`src/rtl/keycode_to_character_translator_defines.svh`:
```
// ----------------------------------------------------------------------------
// keycode_to_character_translator_defines
// assertion macros for the keycode translator
// ----------------------------------------------------------------------------
`ifndef KEYCODE_TO_CHARACTER_TRANSLATOR_DEFINES_SVH
`define KEYCODE_TO_CHARACTER_TRANSLATOR_DEFINES_SVH

// a condition that must hold at every edge outside reset
`define KCT_ASSERT_ALWAYS(label, clk, rst_n, cond, msg) \
  label: assert property (@(posedge clk) disable iff (!rst_n) (cond)) else $error(msg);

// a cause followed by an effect in the next cycle
`define KCT_ASSERT_NEXT(label, clk, rst_n, cause, effect, msg) \
  label: assert property (@(posedge clk) disable iff (!rst_n) (cause) |=> (effect)) \
    else $error(msg);

`endif

```
`src/rtl/kct_pkg.sv`:
```
// ----------------------------------------------------------------------------
// kct_pkg
// types, constants and key tables shared by the keycode translator
// ----------------------------------------------------------------------------
package kct_pkg;

  localparam int unsigned TableEntriesDefault = 128;
  localparam int unsigned QueueDepthDefault   = 2;

  localparam logic [15:0] CodeExtPrefix   = 16'h00e0;
  localparam logic [15:0] CodePausePrefix = 16'h00e1;
  localparam logic [15:0] SpecialBit      = 16'h0080;
  localparam logic [15:0] FnBase          = 16'hf000;
  localparam logic [15:0] CtrlMask        = 16'h001f;
  localparam logic [15:0] ChDel           = 16'h007f;
  localparam logic [15:0] SpView          = 16'h0080;
  localparam logic [15:0] SpShift         = 16'h00e0;
  localparam logic [15:0] SpBreak         = 16'h00e1;
  localparam logic [15:0] SpCtrl          = 16'h00e2;
  localparam logic [15:0] SpAlt           = 16'h00e3;
  localparam logic [15:0] SpCaps          = 16'h00e4;
  localparam logic [15:0] SpNum           = 16'h00e5;
  localparam logic [15:0] ChUp            = 16'hf00e;

  typedef enum logic [1:0] {
    TblPlain = 2'd0,
    TblShift = 2'd1,
    TblExt   = 2'd2
  } tbl_sel_e;

  typedef struct packed {
    logic        is_key_event;
    logic [15:0] key_code;
    logic [1:0]  key_value;
  } in_item_t;

  typedef struct packed {
    logic [15:0] character;
    logic        reset_request;
  } out_item_t;

  // classified lookup travelling from front to back
  typedef struct packed {
    tbl_sel_e   tbl;
    logic [6:0] idx;
    logic       release_key;
  } lookup_t;

  function automatic logic [15:0] fn_code(input logic [7:0] n);
    return FnBase | {8'h00, n};
  endfunction

  // entries common to the plain and shifted tables
  function automatic logic [15:0] rom_common(input logic [6:0] a);
    logic [15:0] c;
    c = 16'h0000;
    case (a)
      7'h01: c = 16'h001b;
      7'h0e: c = 16'h0008;
      7'h0f: c = 16'h0009;
      7'h1c: c = 16'h000a;
      7'h1d: c = SpCtrl;
      7'h2a: c = SpShift;
      7'h36: c = SpShift;
      7'h37: c = 16'h002a;
      7'h38: c = SpAlt;
      7'h39: c = 16'h0020;
      7'h3a: c = SpCtrl;
      7'h3b: c = fn_code(8'd1);
      7'h3c: c = fn_code(8'd2);
      7'h3d: c = fn_code(8'd3);
      7'h3e: c = fn_code(8'd4);
      7'h3f: c = fn_code(8'd5);
      7'h40: c = fn_code(8'd6);
      7'h41: c = fn_code(8'd7);
      7'h42: c = fn_code(8'd8);
      7'h43: c = fn_code(8'd9);
      7'h44: c = fn_code(8'd10);
      7'h45: c = SpNum;
      7'h46: c = fn_code(8'd21);
      7'h47: c = 16'h0037;
      7'h48: c = 16'h0038;
      7'h49: c = 16'h0039;
      7'h4a: c = 16'h002d;
      7'h4b: c = 16'h0034;
      7'h4c: c = 16'h0035;
      7'h4d: c = 16'h0036;
      7'h4e: c = 16'h002b;
      7'h4f: c = 16'h0031;
      7'h50: c = 16'h0032;
      7'h51: c = 16'h0033;
      7'h52: c = 16'h0030;
      7'h53: c = 16'h002e;
      7'h57: c = fn_code(8'd11);
      7'h58: c = fn_code(8'd12);
      7'h7b: c = ChUp;
      default: c = 16'h0000;
    endcase
    return c;
  endfunction

  function automatic logic [15:0] rom_plain(input logic [6:0] a);
    logic [15:0] c;
    c = rom_common(a);
    case (a)
      7'h02: c = 16'h0031;
      7'h03: c = 16'h0032;
      7'h04: c = 16'h0033;
      7'h05: c = 16'h0034;
      7'h06: c = 16'h0035;
      7'h07: c = 16'h0036;
      7'h08: c = 16'h0037;
      7'h09: c = 16'h0038;
      7'h0a: c = 16'h0039;
      7'h0b: c = 16'h0030;
      7'h0c: c = 16'h002d;
      7'h0d: c = 16'h003d;
      7'h10: c = 16'h0071;
      7'h11: c = 16'h0077;
      7'h12: c = 16'h0065;
      7'h13: c = 16'h0072;
      7'h14: c = 16'h0074;
      7'h15: c = 16'h0079;
      7'h16: c = 16'h0075;
      7'h17: c = 16'h0069;
      7'h18: c = 16'h006f;
      7'h19: c = 16'h0070;
      7'h1a: c = 16'h005b;
      7'h1b: c = 16'h005d;
      7'h1e: c = 16'h0061;
      7'h1f: c = 16'h0073;
      7'h20: c = 16'h0064;
      7'h21: c = 16'h0066;
      7'h22: c = 16'h0067;
      7'h23: c = 16'h0068;
      7'h24: c = 16'h006a;
      7'h25: c = 16'h006b;
      7'h26: c = 16'h006c;
      7'h27: c = 16'h003b;
      7'h28: c = 16'h0027;
      7'h29: c = 16'h0060;
      7'h2b: c = 16'h005c;
      7'h2c: c = 16'h007a;
      7'h2d: c = 16'h0078;
      7'h2e: c = 16'h0063;
      7'h2f: c = 16'h0076;
      7'h30: c = 16'h0062;
      7'h31: c = 16'h006e;
      7'h32: c = 16'h006d;
      7'h33: c = 16'h002c;
      7'h34: c = 16'h002e;
      7'h35: c = 16'h002f;
      7'h79: c = SpView;
      default: ;
    endcase
    return c;
  endfunction

  function automatic logic [15:0] rom_shift(input logic [6:0] a);
    logic [15:0] c;
    c = rom_common(a);
    case (a)
      7'h02: c = 16'h0021;
      7'h03: c = 16'h0040;
      7'h04: c = 16'h0023;
      7'h05: c = 16'h0024;
      7'h06: c = 16'h0025;
      7'h07: c = 16'h005e;
      7'h08: c = 16'h0026;
      7'h09: c = 16'h002a;
      7'h0a: c = 16'h0028;
      7'h0b: c = 16'h0029;
      7'h0c: c = 16'h005f;
      7'h0d: c = 16'h002b;
      7'h10: c = 16'h0051;
      7'h11: c = 16'h0057;
      7'h12: c = 16'h0045;
      7'h13: c = 16'h0052;
      7'h14: c = 16'h0054;
      7'h15: c = 16'h0059;
      7'h16: c = 16'h0055;
      7'h17: c = 16'h0049;
      7'h18: c = 16'h004f;
      7'h19: c = 16'h0050;
      7'h1a: c = 16'h007b;
      7'h1b: c = 16'h007d;
      7'h1e: c = 16'h0041;
      7'h1f: c = 16'h0053;
      7'h20: c = 16'h0044;
      7'h21: c = 16'h0046;
      7'h22: c = 16'h0047;
      7'h23: c = 16'h0048;
      7'h24: c = 16'h004a;
      7'h25: c = 16'h004b;
      7'h26: c = 16'h004c;
      7'h27: c = 16'h003a;
      7'h28: c = 16'h0022;
      7'h29: c = 16'h007e;
      7'h2b: c = 16'h007c;
      7'h2c: c = 16'h005a;
      7'h2d: c = 16'h0058;
      7'h2e: c = 16'h0043;
      7'h2f: c = 16'h0056;
      7'h30: c = 16'h0042;
      7'h31: c = 16'h004e;
      7'h32: c = 16'h004d;
      7'h33: c = 16'h003c;
      7'h34: c = 16'h003e;
      7'h35: c = 16'h003f;
      7'h79: c = ChUp;
      default: ;
    endcase
    return c;
  endfunction

  function automatic logic [15:0] rom_ext(input logic [6:0] a);
    logic [15:0] c;
    c = 16'h0000;
    case (a)
      7'h1c: c = 16'h000a;
      7'h1d: c = SpCtrl;
      7'h2a: c = SpShift;
      7'h35: c = 16'h002f;
      7'h37: c = fn_code(8'd16);
      7'h38: c = SpAlt;
      7'h46: c = SpBreak;
      7'h47: c = fn_code(8'd13);
      7'h48: c = ChUp;
      7'h49: c = fn_code(8'd15);
      7'h4b: c = fn_code(8'd17);
      7'h4d: c = fn_code(8'd18);
      7'h4f: c = 16'h000d;
      7'h50: c = SpView;
      7'h51: c = fn_code(8'd19);
      7'h52: c = fn_code(8'd20);
      7'h53: c = ChDel;
      7'h79: c = ChUp;
      default: c = 16'h0000;
    endcase
    return c;
  endfunction

endpackage

```
`src/rtl/kct_queue.sv`:
```
// ----------------------------------------------------------------------------
// kct_queue
// small fifo for lookups between front and back
// ----------------------------------------------------------------------------
module kct_queue #(
  parameter int unsigned Depth = kct_pkg::QueueDepthDefault
) (
  input  logic             clk_i,
  input  logic             rst_ni,
  input  logic             push_i,
  input  kct_pkg::lookup_t data_i,
  output logic             full_o,
  output logic             empty_o,
  input  logic             pop_i,
  output kct_pkg::lookup_t data_o
);

  localparam int unsigned Aw = (Depth > 1) ? $clog2(Depth) : 1;

  kct_pkg::lookup_t mem_q [Depth];
  logic [Aw-1:0] wr_q, rd_q;
  logic [Aw:0]   cnt_q;

  assign full_o  = (cnt_q == (Aw+1)'(Depth));
  assign empty_o = (cnt_q == '0);
  assign data_o  = mem_q[rd_q];

  always_ff @(posedge clk_i) begin
    if (push_i && !full_o) mem_q[wr_q] <= data_i;
  end

  always_ff @(posedge clk_i or negedge rst_ni) begin
    if (!rst_ni) begin
      wr_q  <= '0;
      rd_q  <= '0;
      cnt_q <= '0;
    end else begin
      if (push_i && !full_o) begin
        wr_q <= (wr_q == Aw'(Depth - 1)) ? '0 : wr_q + 1'b1;
      end
      if (pop_i && !empty_o) begin
        rd_q <= (rd_q == Aw'(Depth - 1)) ? '0 : rd_q + 1'b1;
      end
      cnt_q <= cnt_q + (Aw+1)'(push_i && !full_o) - (Aw+1)'(pop_i && !empty_o);
    end
  end

endmodule

```
`config.mk`:
```
export PLATFORM = sky130hd
export DESIGN_NAME = kct_queue
export DESIGN_NICKNAME = d
export VERILOG_FILES = /design/src/rtl/keycode_to_character_translator_defines.svh /design/src/rtl/kct_pkg.sv /design/src/rtl/kct_queue.sv
export SDC_FILE = /design/constraint.sdc
export NUM_CORES = 1
export LEC_CHECK = 0
export BUFFER_PORTS_ARGS = -buffer_cell sky130_fd_sc_hd__buf_4
export CAP_MARGIN = 5
export CORE_UTILIZATION = 44
export DETAILED_ROUTE_END_ITERATION = 7
export HOLD_SLACK_MARGIN = 0.1
export PLACE_DENSITY = 0.7
export SYNTH_ARGS = -nofsm -noshare
export SYNTH_HDL_FRONTEND = slang
export SYNTH_SLANG_ARGS = --single-unit
```
`constraint.sdc`:
```
create_clock -name clk_i -period 1.35 [get_ports clk_i]
set_input_delay 0 -clock clk_i [delete_from_list [all_inputs] [get_ports clk_i]]
set_output_delay 0 -clock clk_i [all_outputs]
set_load 0.03 [all_outputs]
```
==> impl_metrics.tcl <==
set metrics [dict create \
    status "complete, but fails checks" \
    violations "negative setup slack" \
    fillers 117 \
    drt_first_pass_iters 3 \
    required_ps 1550 \
    cts_inserted_buffers 3 \
    p_sw_w 0.001163 \
    clkTransAtPathRegs_ps 120 \
    drc 0 \
    io_pins 26 \
    num_vias 594 \
    reg2reg_depth 7 \
    finalWorstSetupSlack_ps -101.1 \
    netlist_instances 49 \
    arrival_ps 1650 \
    clock_path_buffers 2 \
    dieArea_um2 2289 \
    multi_input_area_um2 272.8 \
    place_ws_ps -141.5 \
    start_kind "flop" \
    syn2layout_area_growth_pct 69.15 \
    core_area_um2 1962 \
    ff_latch_area_um2 703.2 \
    r2r-start "cnt_q[0]" \
    min-delay-start "pop_i" \
    grt_max_degree 14 \
    ant_nets 0 \
    antenna_cells 0 \
    synth.ff_latch_count 24 \
    syn-num-nets 65 \
    p_sw_frac 0.3475 \
    grt_usage 0.1592 \
    die_x_um 47.84 \
    hold_viol 0 \
    internal_power_w 0.002183 \
    htreeDepth 1 \
    overflow 0 \
    drv_slew 0 \
    clkLatencyLatePin_ps 300 \
    slew_headroom 0.8662 \
    wl_per_cell_um 13.59 \
    ir_worst_vdd_uv 1275 \
    r2r_slack_ps -100 \
    setup_viol 11 \
    grt_pass1_wl_um 2339 \
    chipHeight_um 47.84 \
    drt_wl_total_um 1780 \
    avgSynthCellArea_um2 18.87 \
    skew_ps 4.434 \
    min_to "rd_q" \
    fin_crit_ps 1451 \
    antenna_found_initial 0 \
    share_comb_of_total_power 0.563 \
    rsz0062_at_grt "true" \
    drv_cap 0 \
    clock.fmax_mhz 689.2 \
    finalSetupTns_ps -594.4 \
    portBuffers 25 \
    clkSinkCount 24 \
    worstSetupPathType "reg -> reg" \
    min_path_cells 4 \
    powerDensity_nw_per_um2 2139 \
    synth_top_area_cell "edfxtp_1" \
    cts_tree "done" \
    drive_gt1_frac 0.6250 \
    min_path_type "in -> reg" \
    worst_slew_pin_slew_ps 200.1 \
    p_clk_frac 0.092 \
    endpoint_kind "flop" \
    nets 121 \
    grt_pass1_vias 561 \
    initial_utilization 0.4713 \
    clock-root-buffer "clkbuf_4" \
    synth_cell_types 13 \
    rows 16 \
    netlist_area_um2 924.6 \
    post_dp_cell_area_um2 1212 \
    synth_top_cell_area_share 0.6495 \
    min_period_over_period 1.075 \
    total_power_w 0.003346 \
    ys_warn_count 0 \
    place_congestion 0.7742 \
    vias_per_cell 4.534 \
    fin_area_um2 1564 \
    seq_area_frac_synth 0.7578 \
    seqPwrFrac 0.344 \
    timing.rr.end "cnt_q[1]" \
    p_leak_nw 0.6260 \
    critPathMaxFanout 3 \
    yosys-top-cells-area "edfxtp_1 (65%), mux2_2 (12%), dfrtp_1 (11%)" \
    drt-initial-drc-count 4 \
]
[cell usage after synthesis (all sizes together)]
master and instances:
dfrtp 4, nor2b 1, inv 2, nand2b 1
buf 1, ha 2, edfxtp 20, nand2 1
xor2 1, nor2 2, xnor2 3, and3 1
mux2 10
[worst max-delay path by stage]
stage / slack (ps) / cells after the start / end / from
floorplan: -200 / 7 / cnt_q[1] / cnt_q[0]
detailed placement: -140 / 7 / cnt_q[1] / cnt_q[0]
global placement: -90 / 7 / cnt_q[1] / cnt_q[0]
finish: -100 / 7 / cnt_q[1] / cnt_q[0]
global route: -160 / 7 / cnt_q[1] / cnt_q[0]
CTS: -90 / 7 / cnt_q[1] / cnt_q[0]
[per-layer routing]
metal	GRT usage	vias up	routed length, um
met5	0	-	0
met4	0.07778	0	13
met3	0.03774	2	78
met2	0.2568	16	942
met1	0.2020	287	746
li1	-	289	-
[cell families after synthesis]
group                    share of synthesized area
flip-flops                                  0.7578
multiplexers                                0.1218
AND/OR/NAND/NOR                            0.03519
XOR/XNOR                                   0.03790
buffers and inverters                      0.02030
adder cells (fa/ha/maj)                    0.02706
[cell usage in the layout, fill, tap and decap left out, types with 2 or more instances in the layout]
| master | netlist | final |
|---|---|---|
| buf_4 | 0 | 22 |
| edfxtp_1 | 20 | 20 |
| buf_6 | 1 | 14 |
| dlygate4sd3_1 | 0 | 13 |
| mux2_2 | 10 | 10 |
| clkbuf_4 | 0 | 3 |
| inv_2 | 0 | 2 |
| xnor2_1 | 3 | 2 |
| nor2_4 | 0 | 2 |
| ha_4 | 0 | 2 |
| dfrtp_1 | 4 | 2 |
| dfrtp_2 | 0 | 2 |
| buf_12 | 0 | 2 |
[power groups by stage]
stage	Combinational, W	Sequential, W	Clock (W)
after floorplan	0.000850	0.00112	0
after global placement	0.00126	0.00119	0
after detailed placement	0.00128	0.00119	0
after CTS	0.00168	0.00114	0.000318
after global routing	0.00200	0.00118	0.000345
final	0.00188	0.00115	0.000309
[repair_timing]
action | in CTS | in global routing
hold buffers | 13 | 0
gates cloned | 1 | 0
buffers inserted | 5 | 2
pin swaps | 6 | 1
gates resized for setup | 16 | 13
hold endpoints to repair | 25 | 0
setup endpoints to repair | 32 | 28
[worst max-delay path, cell delays in order, from the launching register on]
cell and delay (ps):
dfrtp_1 430, nand2b_4 170, nand2_4 50, ha_4 260, inv_2 40, ha_4 150, xnor2_2 120, xnor2_1 120
[state kept, by name, indices dropped and copies added (netlist names)]
name and count:
cnt_q 2, rd_q 1, wr_q 1, mem_q 20
[final cells by class]
class / instances / share of cell area
multi-input combinational: 22 / 0.1744
sequential: 24 / 0.4496
timing repair buffer: 52 / 0.3328
clock buffer: 4 / 0.01680
tap: 27 / 0.02160
inverter: 2 / 0.004800
[through the flow]
step,hold WS [ps],cells,utilization
after floorplan,-295.6,49,-
after global placement,-200.5,107,0.6180
after detailed placement,-200.7,107,0.6180
after CTS,180.0,129,0.7602
after global routing,210.7,131,0.7972
final,207.3,131,0.7972
(Power assumes the default switching activity.)
