### config.mk
export PLATFORM = sky130hd
export DESIGN_NAME = kct_front
export DESIGN_NICKNAME = d
export VERILOG_FILES = /design/src/rtl/keycode_to_character_translator_defines.svh /design/src/rtl/kct_pkg.sv /design/src/rtl/kct_front.sv
export SDC_FILE = /design/constraint.sdc
export NUM_CORES = 1
export LEC_CHECK = 0
export BUFFER_PORTS_ARGS = -buffer_cell sky130_fd_sc_hd__buf_2
export CAP_MARGIN = 10
export CORE_AREA = 10 10 47 49
export DETAILED_ROUTE_END_ITERATION = 8
export DIE_AREA = 0 0 57 59
export GPL_TIMING_DRIVEN = 0
export PLACE_DENSITY = 0.71
export SYNTH_ARGS = -nofsm -noshare
export SYNTH_HDL_FRONTEND = slang
export SYNTH_SLANG_ARGS = --single-unit
### constraint.sdc
create_clock -name clk_i -period 2.3 [get_ports clk_i]
set_input_delay 0.23 -clock clk_i [delete_from_list [all_inputs] [get_ports clk_i]]
set_output_delay 0.23 -clock clk_i [all_outputs]
set_load 0.01 [all_outputs]
### src/rtl/keycode_to_character_translator_defines.svh
// ----------------------------------------------------------------------------
// keycode_to_character_translator_defines
// assertion macros for the keycode translator
// ----------------------------------------------------------------------------
`ifndef KEYCODE_TO_CHARACTER_TRANSLATOR_DEFINES_SVH
`define KEYCODE_TO_CHARACTER_TRANSLATOR_DEFINES_SVH

// a condition that must hold at every edge outside reset
`define KCT_ASSERT_ALWAYS(label, clk, rst_n, cond, msg) \
  label: assert property (@(posedge clk) disable iff (!rst_n) (cond)) else $error(msg);

// a cause followed by an effect in the next cycle
`define KCT_ASSERT_NEXT(label, clk, rst_n, cause, effect, msg) \
  label: assert property (@(posedge clk) disable iff (!rst_n) (cause) |=> (effect)) \
    else $error(msg);

`endif

### src/rtl/kct_pkg.sv
// ----------------------------------------------------------------------------
// kct_pkg
// types, constants and key tables shared by the keycode translator
// ----------------------------------------------------------------------------
package kct_pkg;

  localparam int unsigned TableEntriesDefault = 128;
  localparam int unsigned QueueDepthDefault   = 2;

  localparam logic [15:0] CodeExtPrefix   = 16'h00e0;
  localparam logic [15:0] CodePausePrefix = 16'h00e1;
  localparam logic [15:0] SpecialBit      = 16'h0080;
  localparam logic [15:0] FnBase          = 16'hf000;
  localparam logic [15:0] CtrlMask        = 16'h001f;
  localparam logic [15:0] ChDel           = 16'h007f;
  localparam logic [15:0] SpView          = 16'h0080;
  localparam logic [15:0] SpShift         = 16'h00e0;
  localparam logic [15:0] SpBreak         = 16'h00e1;
  localparam logic [15:0] SpCtrl          = 16'h00e2;
  localparam logic [15:0] SpAlt           = 16'h00e3;
  localparam logic [15:0] SpCaps          = 16'h00e4;
  localparam logic [15:0] SpNum           = 16'h00e5;
  localparam logic [15:0] ChUp            = 16'hf00e;

  typedef enum logic [1:0] {
    TblPlain = 2'd0,
    TblShift = 2'd1,
    TblExt   = 2'd2
  } tbl_sel_e;

  typedef struct packed {
    logic        is_key_event;
    logic [15:0] key_code;
    logic [1:0]  key_value;
  } in_item_t;

  typedef struct packed {
    logic [15:0] character;
    logic        reset_request;
  } out_item_t;

  // classified lookup travelling from front to back
  typedef struct packed {
    tbl_sel_e   tbl;
    logic [6:0] idx;
    logic       release_key;
  } lookup_t;

  function automatic logic [15:0] fn_code(input logic [7:0] n);
    return FnBase | {8'h00, n};
  endfunction

  // entries common to the plain and shifted tables
  function automatic logic [15:0] rom_common(input logic [6:0] a);
    logic [15:0] c;
    c = 16'h0000;
    case (a)
      7'h01: c = 16'h001b;
      7'h0e: c = 16'h0008;
      7'h0f: c = 16'h0009;
      7'h1c: c = 16'h000a;
      7'h1d: c = SpCtrl;
      7'h2a: c = SpShift;
      7'h36: c = SpShift;
      7'h37: c = 16'h002a;
      7'h38: c = SpAlt;
      7'h39: c = 16'h0020;
      7'h3a: c = SpCtrl;
      7'h3b: c = fn_code(8'd1);
      7'h3c: c = fn_code(8'd2);
      7'h3d: c = fn_code(8'd3);
      7'h3e: c = fn_code(8'd4);
      7'h3f: c = fn_code(8'd5);
      7'h40: c = fn_code(8'd6);
      7'h41: c = fn_code(8'd7);
      7'h42: c = fn_code(8'd8);
      7'h43: c = fn_code(8'd9);
      7'h44: c = fn_code(8'd10);
      7'h45: c = SpNum;
      7'h46: c = fn_code(8'd21);
      7'h47: c = 16'h0037;
      7'h48: c = 16'h0038;
      7'h49: c = 16'h0039;
      7'h4a: c = 16'h002d;
      7'h4b: c = 16'h0034;
      7'h4c: c = 16'h0035;
      7'h4d: c = 16'h0036;
      7'h4e: c = 16'h002b;
      7'h4f: c = 16'h0031;
      7'h50: c = 16'h0032;
      7'h51: c = 16'h0033;
      7'h52: c = 16'h0030;
      7'h53: c = 16'h002e;
      7'h57: c = fn_code(8'd11);
      7'h58: c = fn_code(8'd12);
      7'h7b: c = ChUp;
      default: c = 16'h0000;
    endcase
    return c;
  endfunction

  function automatic logic [15:0] rom_plain(input logic [6:0] a);
    logic [15:0] c;
    c = rom_common(a);
    case (a)
      7'h02: c = 16'h0031;
      7'h03: c = 16'h0032;
      7'h04: c = 16'h0033;
      7'h05: c = 16'h0034;
      7'h06: c = 16'h0035;
      7'h07: c = 16'h0036;
      7'h08: c = 16'h0037;
      7'h09: c = 16'h0038;
      7'h0a: c = 16'h0039;
      7'h0b: c = 16'h0030;
      7'h0c: c = 16'h002d;
      7'h0d: c = 16'h003d;
      7'h10: c = 16'h0071;
      7'h11: c = 16'h0077;
      7'h12: c = 16'h0065;
      7'h13: c = 16'h0072;
      7'h14: c = 16'h0074;
      7'h15: c = 16'h0079;
      7'h16: c = 16'h0075;
      7'h17: c = 16'h0069;
      7'h18: c = 16'h006f;
      7'h19: c = 16'h0070;
      7'h1a: c = 16'h005b;
      7'h1b: c = 16'h005d;
      7'h1e: c = 16'h0061;
      7'h1f: c = 16'h0073;
      7'h20: c = 16'h0064;
      7'h21: c = 16'h0066;
      7'h22: c = 16'h0067;
      7'h23: c = 16'h0068;
      7'h24: c = 16'h006a;
      7'h25: c = 16'h006b;
      7'h26: c = 16'h006c;
      7'h27: c = 16'h003b;
      7'h28: c = 16'h0027;
      7'h29: c = 16'h0060;
      7'h2b: c = 16'h005c;
      7'h2c: c = 16'h007a;
      7'h2d: c = 16'h0078;
      7'h2e: c = 16'h0063;
      7'h2f: c = 16'h0076;
      7'h30: c = 16'h0062;
      7'h31: c = 16'h006e;
      7'h32: c = 16'h006d;
      7'h33: c = 16'h002c;
      7'h34: c = 16'h002e;
      7'h35: c = 16'h002f;
      7'h79: c = SpView;
      default: ;
    endcase
    return c;
  endfunction

  function automatic logic [15:0] rom_shift(input logic [6:0] a);
    logic [15:0] c;
    c = rom_common(a);
    case (a)
      7'h02: c = 16'h0021;
      7'h03: c = 16'h0040;
      7'h04: c = 16'h0023;
      7'h05: c = 16'h0024;
      7'h06: c = 16'h0025;
      7'h07: c = 16'h005e;
      7'h08: c = 16'h0026;
      7'h09: c = 16'h002a;
      7'h0a: c = 16'h0028;
      7'h0b: c = 16'h0029;
      7'h0c: c = 16'h005f;
      7'h0d: c = 16'h002b;
      7'h10: c = 16'h0051;
      7'h11: c = 16'h0057;
      7'h12: c = 16'h0045;
      7'h13: c = 16'h0052;
      7'h14: c = 16'h0054;
      7'h15: c = 16'h0059;
      7'h16: c = 16'h0055;
      7'h17: c = 16'h0049;
      7'h18: c = 16'h004f;
      7'h19: c = 16'h0050;
      7'h1a: c = 16'h007b;
      7'h1b: c = 16'h007d;
      7'h1e: c = 16'h0041;
      7'h1f: c = 16'h0053;
      7'h20: c = 16'h0044;
      7'h21: c = 16'h0046;
      7'h22: c = 16'h0047;
      7'h23: c = 16'h0048;
      7'h24: c = 16'h004a;
      7'h25: c = 16'h004b;
      7'h26: c = 16'h004c;
      7'h27: c = 16'h003a;
      7'h28: c = 16'h0022;
      7'h29: c = 16'h007e;
      7'h2b: c = 16'h007c;
      7'h2c: c = 16'h005a;
      7'h2d: c = 16'h0058;
      7'h2e: c = 16'h0043;
      7'h2f: c = 16'h0056;
      7'h30: c = 16'h0042;
      7'h31: c = 16'h004e;
      7'h32: c = 16'h004d;
      7'h33: c = 16'h003c;
      7'h34: c = 16'h003e;
      7'h35: c = 16'h003f;
      7'h79: c = ChUp;
      default: ;
    endcase
    return c;
  endfunction

  function automatic logic [15:0] rom_ext(input logic [6:0] a);
    logic [15:0] c;
    c = 16'h0000;
    case (a)
      7'h1c: c = 16'h000a;
      7'h1d: c = SpCtrl;
      7'h2a: c = SpShift;
      7'h35: c = 16'h002f;
      7'h37: c = fn_code(8'd16);
      7'h38: c = SpAlt;
      7'h46: c = SpBreak;
      7'h47: c = fn_code(8'd13);
      7'h48: c = ChUp;
      7'h49: c = fn_code(8'd15);
      7'h4b: c = fn_code(8'd17);
      7'h4d: c = fn_code(8'd18);
      7'h4f: c = 16'h000d;
      7'h50: c = SpView;
      7'h51: c = fn_code(8'd19);
      7'h52: c = fn_code(8'd20);
      7'h53: c = ChDel;
      7'h79: c = ChUp;
      default: c = 16'h0000;
    endcase
    return c;
  endfunction

endpackage

### src/rtl/kct_front.sv
// ----------------------------------------------------------------------------
// kct_front
// accepts key events, tracks prefixes and picks the table for each lookup
// ----------------------------------------------------------------------------
module kct_front #(
  parameter int unsigned TableEntries = kct_pkg::TableEntriesDefault
) (
  input  logic              clk_i,
  input  logic              rst_ni,
  input  logic              valid_i,
  input  kct_pkg::in_item_t item_i,
  output logic              push_o,
  output kct_pkg::lookup_t  lookup_o
);

  logic       ext_q, ext_d;
  logic [1:0] skip_q, skip_d;
  logic       in_range;

  // codes at or above TableEntries, other than the prefixes, push no lookup
  assign in_range = (item_i.key_code < 16'(TableEntries));

  always_comb begin
    ext_d          = ext_q;
    skip_d         = skip_q;
    push_o         = 1'b0;
    lookup_o.idx   = item_i.key_code[6:0];
    lookup_o.release_key = (item_i.key_value == 2'd0);
    // plain or shifted is settled in the back, where shift is current
    lookup_o.tbl   = kct_pkg::TblPlain;
    if (valid_i && item_i.is_key_event) begin
      if (item_i.key_code == kct_pkg::CodeExtPrefix) begin
        ext_d = 1'b1;
      end else if (item_i.key_code == kct_pkg::CodePausePrefix) begin
        skip_d = 2'd2;
      end else if (in_range) begin
        if (ext_q) begin
          ext_d        = 1'b0;
          lookup_o.tbl = kct_pkg::TblExt;
          push_o       = 1'b1;
        end else if (skip_q != 2'd0) begin
          skip_d = skip_q - 2'd1;
        end else begin
          push_o = 1'b1;
        end
      end
    end
    if (item_i.key_code[15:7] != 9'd0) begin
      lookup_o.idx = 7'h00; // codes of 128 and above read as empty
      if (lookup_o.tbl != kct_pkg::TblExt) lookup_o.tbl = kct_pkg::TblExt;
    end
  end

  always_ff @(posedge clk_i or negedge rst_ni) begin
    if (!rst_ni) begin
      ext_q  <= 1'b0;
      skip_q <= 2'd0;
    end else begin
      ext_q  <= ext_d;
      skip_q <= skip_d;
    end
  end

endmodule

==> metrics.md, run 1 <==
| Metric | Value |
|---|---|
| Synth area leaders | dfrtp_1 (21%), and2_1 (12%), nor4_1 (7.0%) |
| Finished Layout Cells | 94 |
| Sinks on Clock Net | 3 |
| Yosys reg bits | 3 |
| Pre-CTS setup slack | between 0.5 and 0.6 ns |
| Fmax | around 580 MHz |
| Via/cell ratio | around 5 |
| Hold_ws | around 0.23 ns |
| Worst Skew | 0.00405 ns |
| Final Max Slew Viols | 0 |
| Post-synthesis sequential area ratio | 0.211 |
| Cts repair resizes | 0 |
| Fillers | roughly 160 |
| CTS tree | done |
| Initial antenna violation count | 0 |
| Layout cells sized above 1 | 0.513 |
| Core area | 1400 µm² |
| Synth warn | 0 |
| Reg2reg start | skip_q[0] |
| Setup TNS | 0 ns |
| Clk buf depth | 2 |
| DR vias | approximately 460 |
| Worst vdd ir | 182 µV |
| Synth cell types | 25 |
| Root buf cell | clkbuf_4 |
| Die ar. | approximately 3400 µm² |
| DRC viols | 0 |
| Drt wl/cell | approximately 13 µm |
| Hold path start | item_i[2] |
| Area grow syn2layout | 59.3% |
| # Post-CTS Setup Buffers | 0 |
| Skew-Pair Late Insertion Delay | around 0.23 ns |
| Cell Area, Placed | 532 µm² |
| # rows | 14 |
| R2R setup slack | between 0.8 and 0.9 ns |
| Crit path time final | between 1.5 and 2 ns |
| Post-Syn Area | 357 µm² |
| Drt first pass iters | 4 |
| Starting Density | 0.254 |
| Die W | approximately 57 µm |
| Fin crit share | 0.744 |
| Final ANT Viol Nets | 0 |
| CP Max Fanout | 8 |
| Lkg Pwr | ~0.29 nW |
| # IOs | 33 |
| H-tree depth | 1 |
| Synth Net Count | 65 |
| GRT Overall Usage | 0.0665 |
| Placed insts | between 80 and 90 |
| Total gr overflow | 0 |
| Synth top area share | 0.211 |
| Layout Utilization | 0.405 |
| RSZ-0062 raised after global routing | false |
| Status | finished clean |
| Vias in the first global route | 435 |
| Die Y | around 59 µm |
| Clock-pin transition on the worst setup and hold timing paths | 0.03 ns |
| Avg Inst Size Synth | between 8 and 9 µm² |
| Power after layout | between 0.15 and 0.2 mW |
| Crit path kind | in2out |
| Fin. Hold Viols | 0 |
| R2r endpoint | skip_q[1] |
| FF-to-FF path depth | 5 |
| Hold Path Stages | 2 |
| Setup-failing EPs final | 0 |
| Synthesized instance count | 42 |
| Total Wirelength | approximately 1200 µm |
| Startpoint Class | primary input |
| Slack of the critical path | about 0.6 ns |
| CP Data Arrival Time | 1.48 ns |
| Synth area leader | dfrtp_1 |
| End of the worst hold path | ext_q |
| Num CTS Buffers | 3 |
| HPWL after DPL | 1110 µm |
| Final #Nets | around 100 |
| First-pass GRT wire length | around 1900 µm |
| Antenna diodes | 0 |
| CP Data Required Time | 2.07 ns |
| Commonest non-fill, non-tap cell in the layout | buf_2 |
| Gp weighted congestion | about 0.74 |
| Port-buffer cells | 31 |
| Design area | roughly 570 µm² |
| Max-cap viol count | 0 |
| Power Density | between 300 and 400 nW/µm² |
| Endpoint class of the critical path | output pin |
| Most frequent cells in the layout | buf_2 (31), and2_1 (7), nor4_1 (4) |
| Worst Hold Class | in2reg |
| First DRT Iteration DRCs | 7 |
| Pin count of the biggest net entering global routing | 9 |
==> power breakdown <==
| group | switching (mW) | total, mW | internal (mW) | leakage, nW |
|---|---|---|---|---|
| Sequential | 0.0000368 | 0.0532 | 0.0531 | 0.0367 |
| Combinational | 0.0195 | 0.0394 | 0.0199 | 0.240 |
| Clock | 0.0261 | 0.0910 | 0.0649 | 0.0150 |
| Total | 0.0457 | 0.184 | 0.138 | 0.291 |
==> Yosys cell counts <==
master	instances
nor3_4	1
o41ai_2	1
and3b_1	1
nand4_1	2
nand2b_1	1
nand2_1	3
inv_1	2
nor3_1	1
nor2_1	2
and3_1	1
o31ai_2	1
nand3_1	1
o41ai_1	1
or4_4	2
dfrtp_1	3
ha_1	1
nor4_1	4
nand4b_1	1
conb_1	1
o311ai_0	1
buf_4	1
or4_1	1
o31ai_1	1
and2_1	7
o311a_1	1
==> metal layers <==
| metal | GRT usage | wire, µm | up-vias |
|---|---|---|---|
| li1 | - | - | 240 |
| met1 | 0.0723 | 490 | 205 |
| met2 | 0.0992 | 581 | 18 |
| met3 | 0.0365 | 164 | 0 |
| met4 | 0.0403 | 0 | 0 |
| met5 | 0 | 0 | - |
==> registers in the layout, summed over array words and instances, names as in the netlist <==
name,cells
skip_q,2
ext_q,1
==> cells by family after synthesis <==
group	after synthesis	synth area share
adder cells (fa/ha/maj)	1	0.0351
other	1	0.0105
flip-flops	3	0.211
AND/OR/NAND/NOR	28	0.523
AO/OA/AOI/OAI	6	0.179
buffers and inverters	3	0.0421
==> area by class of cell <==
class | count | area, µm² | share of cell area
sequential | 3 | 75.1 | 0.132
clock buffer | 4 | 26.3 | 0.0463
inverter | 2 | 7.51 | 0.0132
multi-input combinational | 36 | 267 | 0.469
tap | 16 | 20.0 | 0.0352
buffer | 1 | 7.51 | 0.0132
timing repair buffer | 32 | 165 | 0.291
==> worst max-delay path: stages <==
cell	delay (ns)
buf_2	0.10
or4_4	0.58
nor3_4	0.28
and2_1	0.16
buf_2	0.13
==> what timing repair did <==
action,in CTS,in global routing
setup endpoints to repair,0,0
hold buffers,1,0
hold endpoints to repair,3,0
==> worst max-delay path by stage <==
stage / startpoint / to / slack [ns] / cells past startpoint
finish: item_i[10] / lookup_o[4] / 0.59 / 5
global route: item_i[14] / push_o / 0.51 / 5
CTS: item_i[10] / lookup_o[4] / 0.57 / 5
detailed placement: item_i[10] / lookup_o[4] / 0.57 / 5
global placement: item_i[10] / lookup_o[2] / 0.59 / 5
floorplan: item_i[10] / lookup_o[1] / 0.84 / 3
Note: power is estimated with default switching activity, not from simulation.
==> run 2, diff against run 1 <==
PLACE_DENSITY = 0.74   (was 0.71)
clock period = 1.45 ns   (was 2.3 ns; I/O delays follow)
==> metrics.md, run 2 (synthesized netlist as in run 1, its figures left out) <==
| Metric | Value |
|---|---|
| Status | finished with violations |
| Failing checks | negative setup slack |
| Worst Skew | ~0.000067 ns |
| H-tree depth | 1 |
| Die Y | between 50 and 60 µm |
| Fmax | 667 MHz |
| Root buf cell | clkbuf_4 |
| Num CTS Buffers | 3 |
| Max reg flops | 2 |
| Pin count of the biggest net entering global routing | 9 |
| Fin crit share | 1.03 |
| CP Max Fanout | 8 |
| Largest Register | skip_q |
| Layout cells sized above 1 | 0.550 |
| Total gr overflow | 0 |
| Met2 usage | 0.110 |
| Slack of the critical path | -0.0500 ns |
| # IOs | 33 |
| GRT Overall Usage | 0.0691 |
| Sinks on Clock Net | 3 |
| GRT met1 Usage | 0.0736 |
| Drt first pass iters | 4 |
| Worst vdd ir | 329 µV |
| Buf/Inv on CP | 2 |
| Core area | 1400 µm² |
| RSZ-0062 raised after global routing | true |
| Starting Density | 0.254 |
| Area grow syn2layout | 70.5% |
| Power Density | roughly 490 nW/µm² |
| Final Max Slew Viols | 0 |
| DR vias | roughly 480 |
| Crit path time final | 1.50 ns |
| CP delay by family, top | simple AND/OR/NAND/NOR gates |
| Via/cell ratio | slightly below 5 |
| Most frequent cells in the layout | buf_2 (29), and2_1 (7) |
| Vias in the first global route | roughly 440 |
| Final #Nets | between 100 and 150 |
| Final ANT Viol Nets | 0 |
| CP Data Required Time | approximately 1.3 ns |
| Max-cap viol count | 0 |
| CP Data Arrival Time | around 1.4 ns |
| Max incr delay on CP | approximately 0.54 ns |
| Worst Hold Class | in2reg |
| Design area | roughly 600 µm² |
| DRC viols | 0 |
| Initial antenna violation count | 0 |
| Top Registers | skip_q x2, ext_q x1 |
| First DRT Iteration DRCs | 6 |
| CTS tree | done |
| Endpoint class of the critical path | output pin |
| Startpoint Class | primary input |
| Crit path kind | in2out |
| Antenna diodes | 0 |
| Most used routing layer | met2 |
| Fin. Hold Viols | 0 |
| Commonest non-fill, non-tap cell in the layout | buf_2 |
| Die ar. | ~3400 µm² |
| Pre-CTS setup slack | -0.112 ns |
| Total Wirelength | 1260 µm |
| Clk buf depth | 2 |
| First-pass GRT wire length | about 1900 µm |
| Lkg Pwr | approximately 0.3 nW |
| Drt wl/cell | ~13 µm |
| Die W | roughly 57 µm |
| Clock-pin transition on the worst setup and hold timing paths | 0.04 ns |
| CP Cell Sequence | buf_6 > or4_4 > nor3_4 > and2_1 > buf_2 |
| Slowest stage cell, crit path | or4_4 |
| Power after layout | ~0.30 mW |
| Setup-failing EPs final | 8 |
| Port-buffer cells | 31 |
| Gp weighted congestion | 0.712 |
| Skew-Pair Late Insertion Delay | 0.23 ns |
| # rows | 14 |
| Setup TNS | -0.309 ns |
| GRT met3 Usage | 0.0322 |
| Cell Area, Placed | around 530 µm² |
| Hold_ws | 0.141 ns |
[run 2: routing by layer]
layer / wire (µm) / part of all wire
met5: 0 / 0
met3: 127 / 0.10
met2: 627 / 0.50
met4: 0 / 0
met1: 501 / 0.40
[run 2: stage by stage]
stage | cells | utilization
after floorplan | 42 | -
after global placement | 89 | 0.379
after detailed placement | 89 | 0.379
after CTS | 96 | 0.421
after global routing | 96 | 0.434
final | 96 | 0.434
[run 2: path summary, 6_finish.rpt]
kind	from	to	slack [ns]	cells after the start
worst max-delay path	item_i[10]	lookup_o[4]	-0.05	5
worst min-delay path	item_i[2]	ext_q	0.14	2
worst max register to register	skip_q[0]	skip_q[1]	0.08	5
worst min register to register	skip_q[1]	skip_q[1]	0.55	1
max in group asynchronous	rst_ni	ext_q	1.11	2
min in group asynchronous	rst_ni	skip_q[1]	0.24	2
[run 2: report_power, final]
group / internal, mW / total, mW / switching, mW
Combinational: 0.0372 / 0.0709 / 0.0337
Sequential: 0.0843 / 0.0844 / 0.0000550
Clock: 0.103 / 0.144 / 0.0409
Total: 0.224 / 0.299 / 0.0746
[run 2: worst register-to-register path, cell delays in order (launching register included)]
cell and delay, ns:
dfrtp_1 0.36, inv_1 0.06, ha_1 0.20, nor3_1 0.34, nand4_1 0.14, o311a_1 0.15
[run 2: timing repair]
item,CTS,global route
hold endpoints to repair,3,0
hold buffers,1,0
setup buffers,2,0
endpoints found under the setup margin,9,10
pin swaps,9,7
gates resized for setup,1,3
[run 2: cell type report]
cell class              instances  area [µm²]
fillers                       151         793
multi-input cells              36         279
repair buffers                 34         193
flip-flops and latches          3        75.1
clock buffers                   4        26.3
well taps                      16        20.0
plain buffers                   1        7.51
inverters                       2        7.51
